### config.mk
export PLATFORM = sky130hd
export DESIGN_NAME = pgek_ctrl
export DESIGN_NICKNAME = d
export VERILOG_FILES = /design/src/rtl/pgek_pkg.sv /design/src/rtl/pgek_ctrl.sv
export SDC_FILE = /design/constraint.sdc
export NUM_CORES = 1
export LEC_CHECK = 0
export ABC_CLOCK_PERIOD_IN_PS = 4500
export BUFFER_PORTS_ARGS = -buffer_cell sky130_fd_sc_hd__buf_2
export CORE_AREA = 2 2 39 41
export CTS_CLUSTER_DIAMETER = 60
export DETAILED_ROUTE_END_ITERATION = 16
export DIE_AREA = 0 0 41 43
export PLACE_DENSITY = 0.75
export SETUP_SLACK_MARGIN = 0.4
export SLEW_MARGIN = 10
export SYNTH_ARGS = -nofsm -noshare
export SYNTH_HDL_FRONTEND = slang
export SYNTH_SLANG_ARGS = --single-unit
export TNS_END_PERCENT = 30
### constraint.sdc
create_clock -name clock -period 4.5 [get_ports clock]
set_clock_uncertainty 0.1 [all_clocks]
set_input_delay 0.45 -clock clock [delete_from_list [all_inputs] [get_ports clock]]
set_output_delay 0.45 -clock clock [all_outputs]
set_load 0.03 [all_outputs]
### src/rtl/pgek_pkg.sv
// Package for the per-group earliest-k buffer.
// Shared constants and controller/datapath command and status types.
// No dependencies.
package pgek_pkg;

   localparam int STORE_SLOTS_DEF = 256;
   localparam int PANEL_COUNT_DEF = 256;
   localparam int PANEL_W         = 8;
   localparam int TDC_W           = 16;
   localparam int TAG_W           = 16;
   localparam int ORDER_W         = 16;
   localparam int KEEP_W          = 9;
   localparam logic [KEEP_W-1:0] KEEP_RESET = 9'd16;

   localparam logic [1:0] ACT_PUSH  = 2'd0;
   localparam logic [1:0] ACT_POP   = 2'd1;
   localparam logic [1:0] ACT_CLEAR = 2'd2;

   typedef struct packed {
      logic start;        // latch request, reset scan candidates
      logic rd_en;        // read slot at scan address
      logic finish_push;  // commit push decision
      logic finish_pop;   // load result, free popped slot
      logic do_clear;     // empty the store
   } cmd_type;

   typedef struct packed {
      logic rsp_busy;     // result register still holds an untaken result
   } status_type;

endpackage

### src/rtl/pgek_ctrl.sv
// Controller: sequences the slot scan for push and pop requests.
// Depends on pgek_pkg.
module pgek_ctrl #(
   parameter int STORE_SLOTS = pgek_pkg::STORE_SLOTS_DEF
) (
   input  logic                           clock,
   input  logic                           reset,
   input  logic                           req_valid,
   output logic                           req_ready,
   input  logic [1:0]                     req_action,
   input  pgek_pkg::status_type           status,
   output pgek_pkg::cmd_type              cmd,
   output logic [$clog2(STORE_SLOTS)-1:0] scan_addr
);

   localparam int AW = $clog2(STORE_SLOTS);
   localparam logic [1:0] ST_IDLE  = 2'd0;
   localparam logic [1:0] ST_SCAN  = 2'd1;
   localparam logic [1:0] ST_FLUSH = 2'd2;
   localparam logic [1:0] ST_FIN   = 2'd3;

   logic [1:0]    state_ff, state_in;
   logic [AW-1:0] cnt_ff, cnt_in;
   logic          pop_ff, pop_in;

   always_comb begin
      state_in = state_ff;
      cnt_in   = cnt_ff;
      pop_in   = pop_ff;
      cmd      = '0;
      req_ready = (state_ff == ST_IDLE);
      case (state_ff)
         ST_IDLE: begin
            if (req_valid) begin
               case (req_action)
                  pgek_pkg::ACT_PUSH, pgek_pkg::ACT_POP: begin
                     cmd.start = 1'b1;
                     pop_in    = (req_action == pgek_pkg::ACT_POP);
                     cnt_in    = '0;
                     state_in  = ST_SCAN;
                  end
                  pgek_pkg::ACT_CLEAR: cmd.do_clear = 1'b1;
                  default: ;
               endcase
            end
         end
         ST_SCAN: begin
            cmd.rd_en = 1'b1;
            cnt_in    = cnt_ff + 1'b1;
            if (cnt_ff == AW'(STORE_SLOTS - 1)) begin
               state_in = ST_FLUSH;
            end
         end
         ST_FLUSH: state_in = ST_FIN;
         ST_FIN: begin
            if (!pop_ff) begin
               cmd.finish_push = 1'b1;
               state_in = ST_IDLE;
            end else if (!status.rsp_busy) begin
               cmd.finish_pop = 1'b1;
               state_in = ST_IDLE;
            end
         end
         default: state_in = ST_IDLE;
      endcase
   end

   always_ff @(posedge clock) begin
      if (reset) begin
         state_ff <= ST_IDLE;
         cnt_ff   <= '0;
         pop_ff   <= 1'b0;
      end else begin
         state_ff <= state_in;
         cnt_ff   <= cnt_in;
         pop_ff   <= pop_in;
      end
   end

   assign scan_addr = cnt_ff;

endmodule

# After elaboration in Yosys (flattened, before gate mapping)
# Cells that the tools add are included.
# Widths: inputs -> output; s select.
[totals]
ff_bits = 11
latchBits = 0
ram_bits = 0
rom_bits = 0
in_bits = 6
output_inout_bits = 14
word_cells = 41
memories = 0
[op_classes]
addsub = 1
n_mul = 0
div = 0
n_lt_le_gt_ge = 0
eq_ne = 10
shift = 0
n_mux = 20
n_bitwise = 0
reduce_logical = 7
[op_table]
columns = ["operator", "count"]
rows = [
  ["$mux 8", 2],
  ["$pmux 8 s2", 1],
  ["$mux 2", 6],
  ["$mux 1", 10],
  ["$add 8x1->8 const B", 1],
  ["$eq 8x8->1 const B", 1],
  ["$pmux 2 s4", 1],
  ["$eq 2x2->1 const B", 3],
  ["$reduce_and 3->1", 2],
  ["$eq 2x1->1 const B", 2],
  ["$logic_not 2->1", 2],
  ["$ne 2x2->1 const B", 2],
  ["$reduce_and 4->1", 1],
  ["$ne 3x3->1 const B", 1],
  ["$ne 2x1->1 const B", 1],
  ["$reduce_bool 2->1", 1],
  ["$reduce_or 2->1", 1],
]

# Depth between registers and ports, before layout
# Gate-level depths: netlist (run 1).
[logic_depth]
depth_word = 5
ltp_mapped = 7
mapped_depth_nobuf = 6

# Least setup slack after synthesis (run 1)
# Ideal clock, no wire load.
[synth_timing]
kind = "register -> register"
startpoint = "reg state_ff[0]"
endpoint = "reg cnt_ff[4] (netlist: scan_addr[4])"
setup_ps = 118
t_arrival_ps = 1575
required_time_ps = 4282
setup_slack_ps = 2707
stages_incl_launch_ff = 8
n_path_buf = 1
synth_period_minus_slack_ps = 1793
path_cell_list = "dfxtp_1 -> inv_1 -> ha_1 -> and3b_1 -> buf_6 -> o2111ai_1 -> xor2_1 -> nor2_1"
[synth_via]
elab_chain_len = 3
elab_cells_between_ends = 7
cone_classes = "eq/ne (3); mux (1); reduce/logical (3)"
[synth_rtl]
columns = ["element", "line_no", "text"]
rows = [
  ["start, declared", "pgek_ctrl.sv:22", "logic [1:0] state_ff, state_in;"],
  ["start signal, assigned", "pgek_ctrl.sv:74", "state_ff <= state_in;"],
  ["$logic_not 2->1 (*)", "--", ""],
  ["named net req_ready", "pgek_ctrl.sv:9", "output logic req_ready,"],
  ["$ne 2x1->1 (no source line), or another cell as far along", "--", ""],
  ["$reduce_and 3->1 (no source line)", "--", ""],
  ["end signal, assigned", "pgek_ctrl.sv:75", "cnt_ff <= cnt_in;"],
  ["end, declared", "pgek_ctrl.sv:23", "logic [AW-1:0] cnt_ff, cnt_in;"],
]
# The timed path passes the listed nets; every way through them passes the cells marked *.
# A chain may end at the register's enable or synchronous reset.

==> run metrics, run 1 <==
status=finished, final reports clean; synth warn=0; worst endpoint required time=3950 ps; #FFs+latches synth=11; Mean Syn Cell Area=9.51 sq um; TritonCTS clock tree=done; Seq/Total Area, Yosys=0.346; Die Y-Extent=43 um; vias in the first global route=554; FMAX=454 MHz; Layout Cells excl Fill=105; most common cell after layout, fill and taps aside=buf_2; drt total wl=1.30 mm; CP max stage delay=420 ps; Bufs on Longest Clock Path=2; core area=1380 sq um; syn_nets=78; Cell Pwr Density=422 nW/um^2; area grow syn2layout=20.4%; Worst Path Buf+Inv=2; Final min period=2200 ps; Worst Hold Class=in -> reg; Synth area leader=dfxtp_1; # hold bufs at CTS=0; setup_tns=0 ps; RSZ-0062 raised after global routing=no; mapped cell area=637 sq um; Resized Gates After CTS=0; DR DRC count=0; Die ar.=1760 sq um; Die X=41 um; fin worst setup slack=2300 ps; CTS H-tree depth=1; Ports=20; setup violators final=0; Initial Util=0.460; Rows=14; final net count=101; Synth Instances=67; Critical Path AT=1650 ps; vias post-DR=551; total power draw=0.324 mW; final hold vios=0; final core utilization=0.554; largest net degree at the start of global routing=11; n_diodes=0; CP cell instances=inv_1 -> ha_1 -> and3b_1 -> buf_2; post-CTS setup buffer count=0; initial antenna violation count=0; first-pass GRT wire length=2.19 mm; most frequent cells in the layout=buf_2, nor2_1, dfxtp_1; Iter 0 DRT Violations=10; Lkg Pwr=0.381 nW; Yosys cell types=28; slowest CP cell=and3b_1; dpl cells=101; relative slew slack=0.757; Root Driver=clkbuf_4; Tot GR Track Use=0.184; Yosys top cell area share=0.346; final worst-path cycle share=0.489; Vias/cell=5.25; Worst-Margin Slew=364 ps; IO Port Bufs=19; Setup crit end kind=output pin; CP Max Fanout=10; critical path's top delay family=simple AND/OR/NAND/NOR gates; total global routing overflow=0; pre-CTS setup slack=2600 ps; Slew Limit Fails=0; crit start category=register; share of layout cells above drive strength 1=0.281; CTS Sinks=11; TritonCTS buffer count=3; post-route ant nets=0; WL/cell=12.4 um; max-cap violations=0; largest cells by area after synthesis=dfxtp_1, ha_1, xor2_1, nor2_1, mux2i_1; RD Place Congestion=0.760; crit path kind=reg -> out; VDD IR-drop max=0.316 mV; HPWL after DPL=966 um; Worst-path clk slew=70 ps; drt pass-1 iters=4; Clk Latency, worst-skew pair=260 ps
-- synth_stat cells (all sizes together) --
master / n
a41oi: 1
inv: 3
and2: 1
and2b: 1
a21oi: 1
and4: 1
o211ai: 3
a32oi: 1
ha: 5
nor2b: 1
buf: 1
a211oi: 1
dfxtp: 11
nand3: 1
xor2: 6
and3b: 1
a21o: 1
nand3b: 1
o21ai: 1
nand2b: 4
mux2i: 3
nand2: 2
o2111ai: 2
o21bai: 1
and3: 1
and4b: 1
nor2: 11
-- registers in the layout (all words and copies together) (netlist names) --
register	flops
scan_addr	8
state_ff	2
pop_ff	1
-- through the flow --
stage	hold WS [ps]	cell area, sq um
6_report	341	767
5_1_grt	348	767
4_1_cts	332	767
3_5_place_dp	409	741
3_3_place_gp	401	741
2_1_floorplan	384	637
-- cell families after synthesis --
group,synth area share
compound gates,0.149
xor+xnor,0.0825
fa+ha+maj,0.0982
buf+inv,0.0354
flops,0.346
mux,0.0472
simple gates,0.242
-- metal layers --
metal	vias to the layer above	share of wire	global-route usage
li1	281	-	-
met4	0	0.021	0.100
met3	4	0.033	0.0314
met5	-	0	0
met2	11	0.51	0.316
met1	255	0.44	0.197
-- power breakdown --
part,switching [mW],leakage (nW),internal (mW)
combinational,0.0907,0.277,0.0500
clock,0.0312,0.0150,0.0342
sequential,0.0102,0.0891,0.107
-- area by class of cell --
type / instances / area (sq um)
tap: 16 / 20.0
inverter: 3 / 11.3
timing repair buffer: 19 / 95.1
multi-input combinational: 52 / 394
fill: 139 / 617
sequential: 11 / 220
clock buffer: 4 / 26.3
-- worst register-to-register path: cells and delay by family, from the launching register on --
kind / cells / cell delay, ps
AO/OA/AOI/OAI: 1 / 270
AND/OR/NAND/NOR: 2 / 380
flip-flops: 1 / 370
adder cells (fa/ha/maj): 1 / 280
XOR/XNOR: 1 / 170
buffers and inverters: 1 / 80
-- final timing paths --
check        cells past startpoint                startpoint                         to  slack, ps
max                              4  state_ff[1]$_SDFFE_PP0P_                     cmd[4]       2300
min                              3             req_action[0]        pop_ff$_SDFFE_PP0P_        340
max reg2reg                      6  state_ff[0]$_SDFFE_PP0P_  scan_addr[7]$_SDFFE_PP0P_       2740
min reg2reg                      2  state_ff[0]$_SDFFE_PP0P_   state_ff[0]$_SDFFE_PP0P_        420
Power figures use the tool's default switching activity.
==> run 2, diff against run 1 <==
ABC_CLOCK_PERIOD_IN_PS = 2300   (was 4500)
CORE_AREA = default   (was 2 2 39 41)
CORE_MARGIN = 2   (was default)
CORE_UTILIZATION = 48   (was default)
DIE_AREA = default   (was 0 0 41 43)
clock period = 2.3 ns   (was 4.5 ns; I/O delays follow)
==> run 2 against run 1 <==
Effect of this change: first-iteration DRC count decreased by 10%; critical path depth unchanged; register-to-register slack got worse by 2200 ps; die area decreased by 7.3%; critical path type unchanged; critical endpoint unchanged.
==> run metrics, run 2 (synthesis gave the netlist of run 1 again) <==
status=finished, final reports clean; final net count=104; most frequent cells in the layout=buf_2, nor2_1, dfxtp_1; setup_tns=0 ps; pre-CTS setup slack=568 ps; VDD IR-drop max=0.478 mV; worst endpoint required time=1970 ps; final hold vios=0; Layout Cells excl Fill=107; fillers=110; Worst-Margin Slew=224 ps; CTS Sinks=11; Initial Util=0.502; Vias/cell=4.99; Worst-path clk slew=90 ps; global route hottest layer=met2; DP Area=739 sq um; relative slew slack=0.851; routing usage on met2=0.278; total power draw=0.660 mW; TritonCTS buffer count=3; final hold slack=102 ps; Ports=20; DR DRC count=0; crit start category=register; dpl cells=100; most common cell after layout, fill and taps aside=buf_2; Critical Path AT=1430 ps; FMAX=567 MHz; vias post-DR=534; first-pass GRT wire length=2.08 mm; n_diodes=0; Setup crit end kind=output pin; Die Y-Extent=40.4 um; Iter 0 DRT Violations=9; Clk Latency, worst-skew pair=280 ps; total global routing overflow=0; Die ar.=1630 sq um; Root Driver=clkbuf_4; post-route ant nets=0; vias in the first global route=486; Cell Int Power=0.390 mW; switching part of the total=0.409; max-cap violations=0; max reg flops=8; final instance area=792 sq um; Final min period=1760 ps; Lkg Pwr=0.395 nW; Die X=40.4 um; RSZ-0062 raised after global routing=no; HPWL after DPL=938 um; Rows=13; IO Port Bufs=19; met3 Use GR=0.0333; drt pass-1 iters=4; fin worst setup slack=535 ps; NetSw=0.270 mW; TritonCTS clock tree=done; final worst-path cycle share=0.767; setup violators final=0; crit path kind=reg -> out; area grow syn2layout=24.4%; share of layout cells above drive strength 1=0.326; drt total wl=1.24 mm; met1 Resource Use GR=0.269; largest net degree at the start of global routing=11; core area=1270 sq um; initial antenna violation count=0; Cell Pwr Density=833 nW/um^2; clock network power share=0.214; final core utilization=0.624; Worst Hold Class=in -> reg; WL/cell=11.6 um; Slew Limit Fails=0; CTS H-tree depth=1; Bufs on Longest Clock Path=2; RD Place Congestion=0.827; Comb pwr share=0.436; sequential power share=0.350; CP Max Fanout=7; Tot GR Track Use=0.189
## run 2: what timing repair did
action,in CTS,in global routing
setup endpoints to repair,1,1
gates cloned,0,0
setup buffers,0,3
pin swaps,0,1
resized for setup,1,1
hold buffers,0,0
## run 2: final cells by class
class	count	area (sq um)	share of cell area
clock buffers	4	26.3	0.0332
inverters	3	11.3	0.0142
multi-input cells	52	398	0.502
flip-flops and latches	11	220	0.278
well taps	15	18.8	0.0237
repair buffers	22	118	0.148
## run 2: worst max-delay path: stages (launching register included)
cell and delay [ps]:
dfxtp_1 350, inv_1 90, ha_2 230, and3b_2 260, buf_2 220
## run 2: per-layer routing
metal / vias up / routed length (um)
li1: 287 / -
met1: 229 / 646
met2: 16 / 511
met3: 2 / 70
met4: 0 / 15
met5: - / 0
## run 2: final timing paths
kind,from,end,slack [ps],depth (start not counted)
setup / recovery,state_ff[1]$_SDFFE_PP0P_,cmd[4],540,4
hold / removal,req_action[0],pop_ff$_SDFFE_PP0P_,100,3
hold reg to reg,state_ff[1]$_SDFFE_PP0P_,state_ff[1]$_SDFFE_PP0P_,420,2
setup reg to reg,state_ff[0]$_SDFFE_PP0P_,scan_addr[7]$_SDFFE_PP0P_,550,7
## run 2: power by group through the flow
| stage | clock network, mW | logic, mW | registers (mW) |
|---|---|---|---|
| floorplan | 0 | 0.209 | 0.242 |
| global placement | 0 | 0.269 | 0.234 |
| detailed placement | 0 | 0.270 | 0.235 |
| CTS | 0.145 | 0.272 | 0.230 |
| global route | 0.151 | 0.319 | 0.235 |
| finish | 0.142 | 0.288 | 0.231 |
==> run 3, diff against run 2 <==
ABC_CLOCK_PERIOD_IN_PS = 1500   (was 2300)
CORE_UTILIZATION = 43   (was 48)
PLACE_DENSITY = 0.71   (was 0.75)
clock period = 1.5 ns   (was 2.3 ns; I/O delays follow)
==> run 3 against run 2 <==
Effect of this change: the run now ends with setup timing left; via count increased by 12%; flip-flop and latch count is the same; die area grew 10%; worst hold slack lost 43 ps; final area increased by 23%; first-iteration DRC count decreased by 11%; critical path type unchanged.
==> run metrics, run 3 (synthesis gave the netlist of run 1 again) <==
slowest CP cell=dfxtp_2; initial antenna violation count=0; vias post-DR=599; Die Y-Extent=42.5 um; final hold vios=0; CP Max Fanout=8; IO Port Bufs=19; Bufs on Longest Clock Path=2; CP cell instances=inv_2 -> ha_4 -> and3b_2 -> buf_6; Ports=20; # hold bufs at CTS=0; Rows=13; first-pass GRT wire length=2.57 mm; total global routing overflow=0; largest net degree at the start of global routing=9; pre-CTS setup slack=-32.9 ps; Slew Limit Fails=0; CTS H-tree depth=1; Tot GR Track Use=0.190; Setup crit end kind=output pin; failing checks=setup timing; max-cap violations=0; core area=1350 sq um; RSZ-0062 raised after global routing=yes; CP max stage delay=330 ps; Lkg Pwr=0.425 nW; WL/cell=13.1 um; Die ar.=1800 sq um; final net count=110; area grow syn2layout=53.0%; CTS Sinks=11; crit path kind=reg -> out; max reg flops=8; Worst-path clk slew=70 ps; most common cell after layout, fill and taps aside=buf_4; VDD IR-drop max=0.759 mV; final instance area=975 sq um; DP Area=801 sq um; crit start category=register; Final min period=1510 ps; share of layout cells above drive strength 1=0.541; Iter 0 DRT Violations=8; TritonCTS clock tree=done; most frequent cells in the layout=buf_4, nor2_1, buf_6; Worst-Margin Slew=206 ps; Critical Path AT=1260 ps; Vias/cell=5.30; post-route ant nets=0; fin worst setup slack=-11.3 ps; Worst Hold Class=in -> reg; status=finished, violations left; drt total wl=1.48 mm; FMAX=662 MHz; n_diodes=0; Cell Pwr Density=1220 nW/um^2; Initial Util=0.472; worst endpoint required time=1250 ps; RD Place Congestion=0.759; DR DRC count=0; Clk Latency, worst-skew pair=270 ps; vias in the first global route=598; final worst-path cycle share=1.01; fillers=112; TritonCTS buffer count=3; drt pass-1 iters=4; Die X=42.5 um; Root Driver=clkbuf_4; HPWL after DPL=1.01 mm; setup violators final=2; relative slew slack=0.862
==> run 3: cell count changes in the layout (fill, tap and decap cells not counted), sizes merged <==
cell | previous run | this run
buf | 22 | 28
==> run 3: timing repair <==
item,4_1_cts,5_1_grt
setup buffers,4,1
hold endpoints to repair,0,0
pin swaps,13,5
setup endpoints to repair,24,24
resized for setup,32,4
==> run 3: power by group <==
group / leakage (nW) / internal (mW) / switching (mW)
combinational: 0.318 / 0.302 / 0.330
clock: 0.0150 / 0.103 / 0.0968
sequential: 0.0922 / 0.326 / 0.0289
==> run 3: worst paths after layout <==
check	to	slack, ps	depth (start not counted)	from
worst max register to register	scan_addr[5]$_SDFFE_PP0P_	0	7	state_ff[0]$_SDFFE_PP0P_
worst max-delay path	cmd[4]	-10	4	state_ff[1]$_SDFFE_PP0P_
worst min register to register	scan_addr[5]$_SDFFE_PP0P_	450	2	scan_addr[5]$_SDFFE_PP0P_
worst min-delay path	pop_ff$_SDFFE_PP0P_	60	3	req_action[0]
==> run 3: through the flow <==
step	utilization	hold slack [ps]	cells	power [mW]	setup TNS (ps)
after global placement	0.593	318	104	0.845	-7.27
final	0.722	58.9	113	1.19	-15.6
after global routing	0.722	59.9	113	1.27	-533
after floorplan	-	122	67	0.746	-23.0
after detailed placement	0.593	324	104	0.850	-99.7
after CTS	0.711	46.9	112	1.18	-27.1
==> run 3: final cells by class <==
class / count / area, sq um / area share
Timing Repair Buffer: 28 / 231 / 0.237
Clock buffer: 4 / 26.3 / 0.0270
Tap cell: 15 / 18.8 / 0.0193
Sequential cell: 11 / 230 / 0.236
Inverter: 3 / 11.3 / 0.0116
Multi-Input combinational cell: 52 / 457 / 0.469
==> run 3: critical path, delay by kind of cell (launching register included) <==
kind | cells | cell delay [ps]
DFF | 1 | 330
and+or+nand+nor | 1 | 290
buffers and inverters | 2 | 230
adders and majority gates | 1 | 140
==> run 3: metal layers <==
| metal | vias to the layer above | share of wire | wire length, um | global-route usage |
|---|---|---|---|---|
| met4 | 0 | 0.020 | 30 | 0.0563 |
| met2 | 17 | 0.49 | 726 | 0.335 |
| met5 | - | 0 | 0 | 0 |
| met1 | 278 | 0.43 | 641 | 0.211 |
| met3 | 4 | 0.055 | 82 | 0.0690 |
| li1 | 300 | - | - | - |
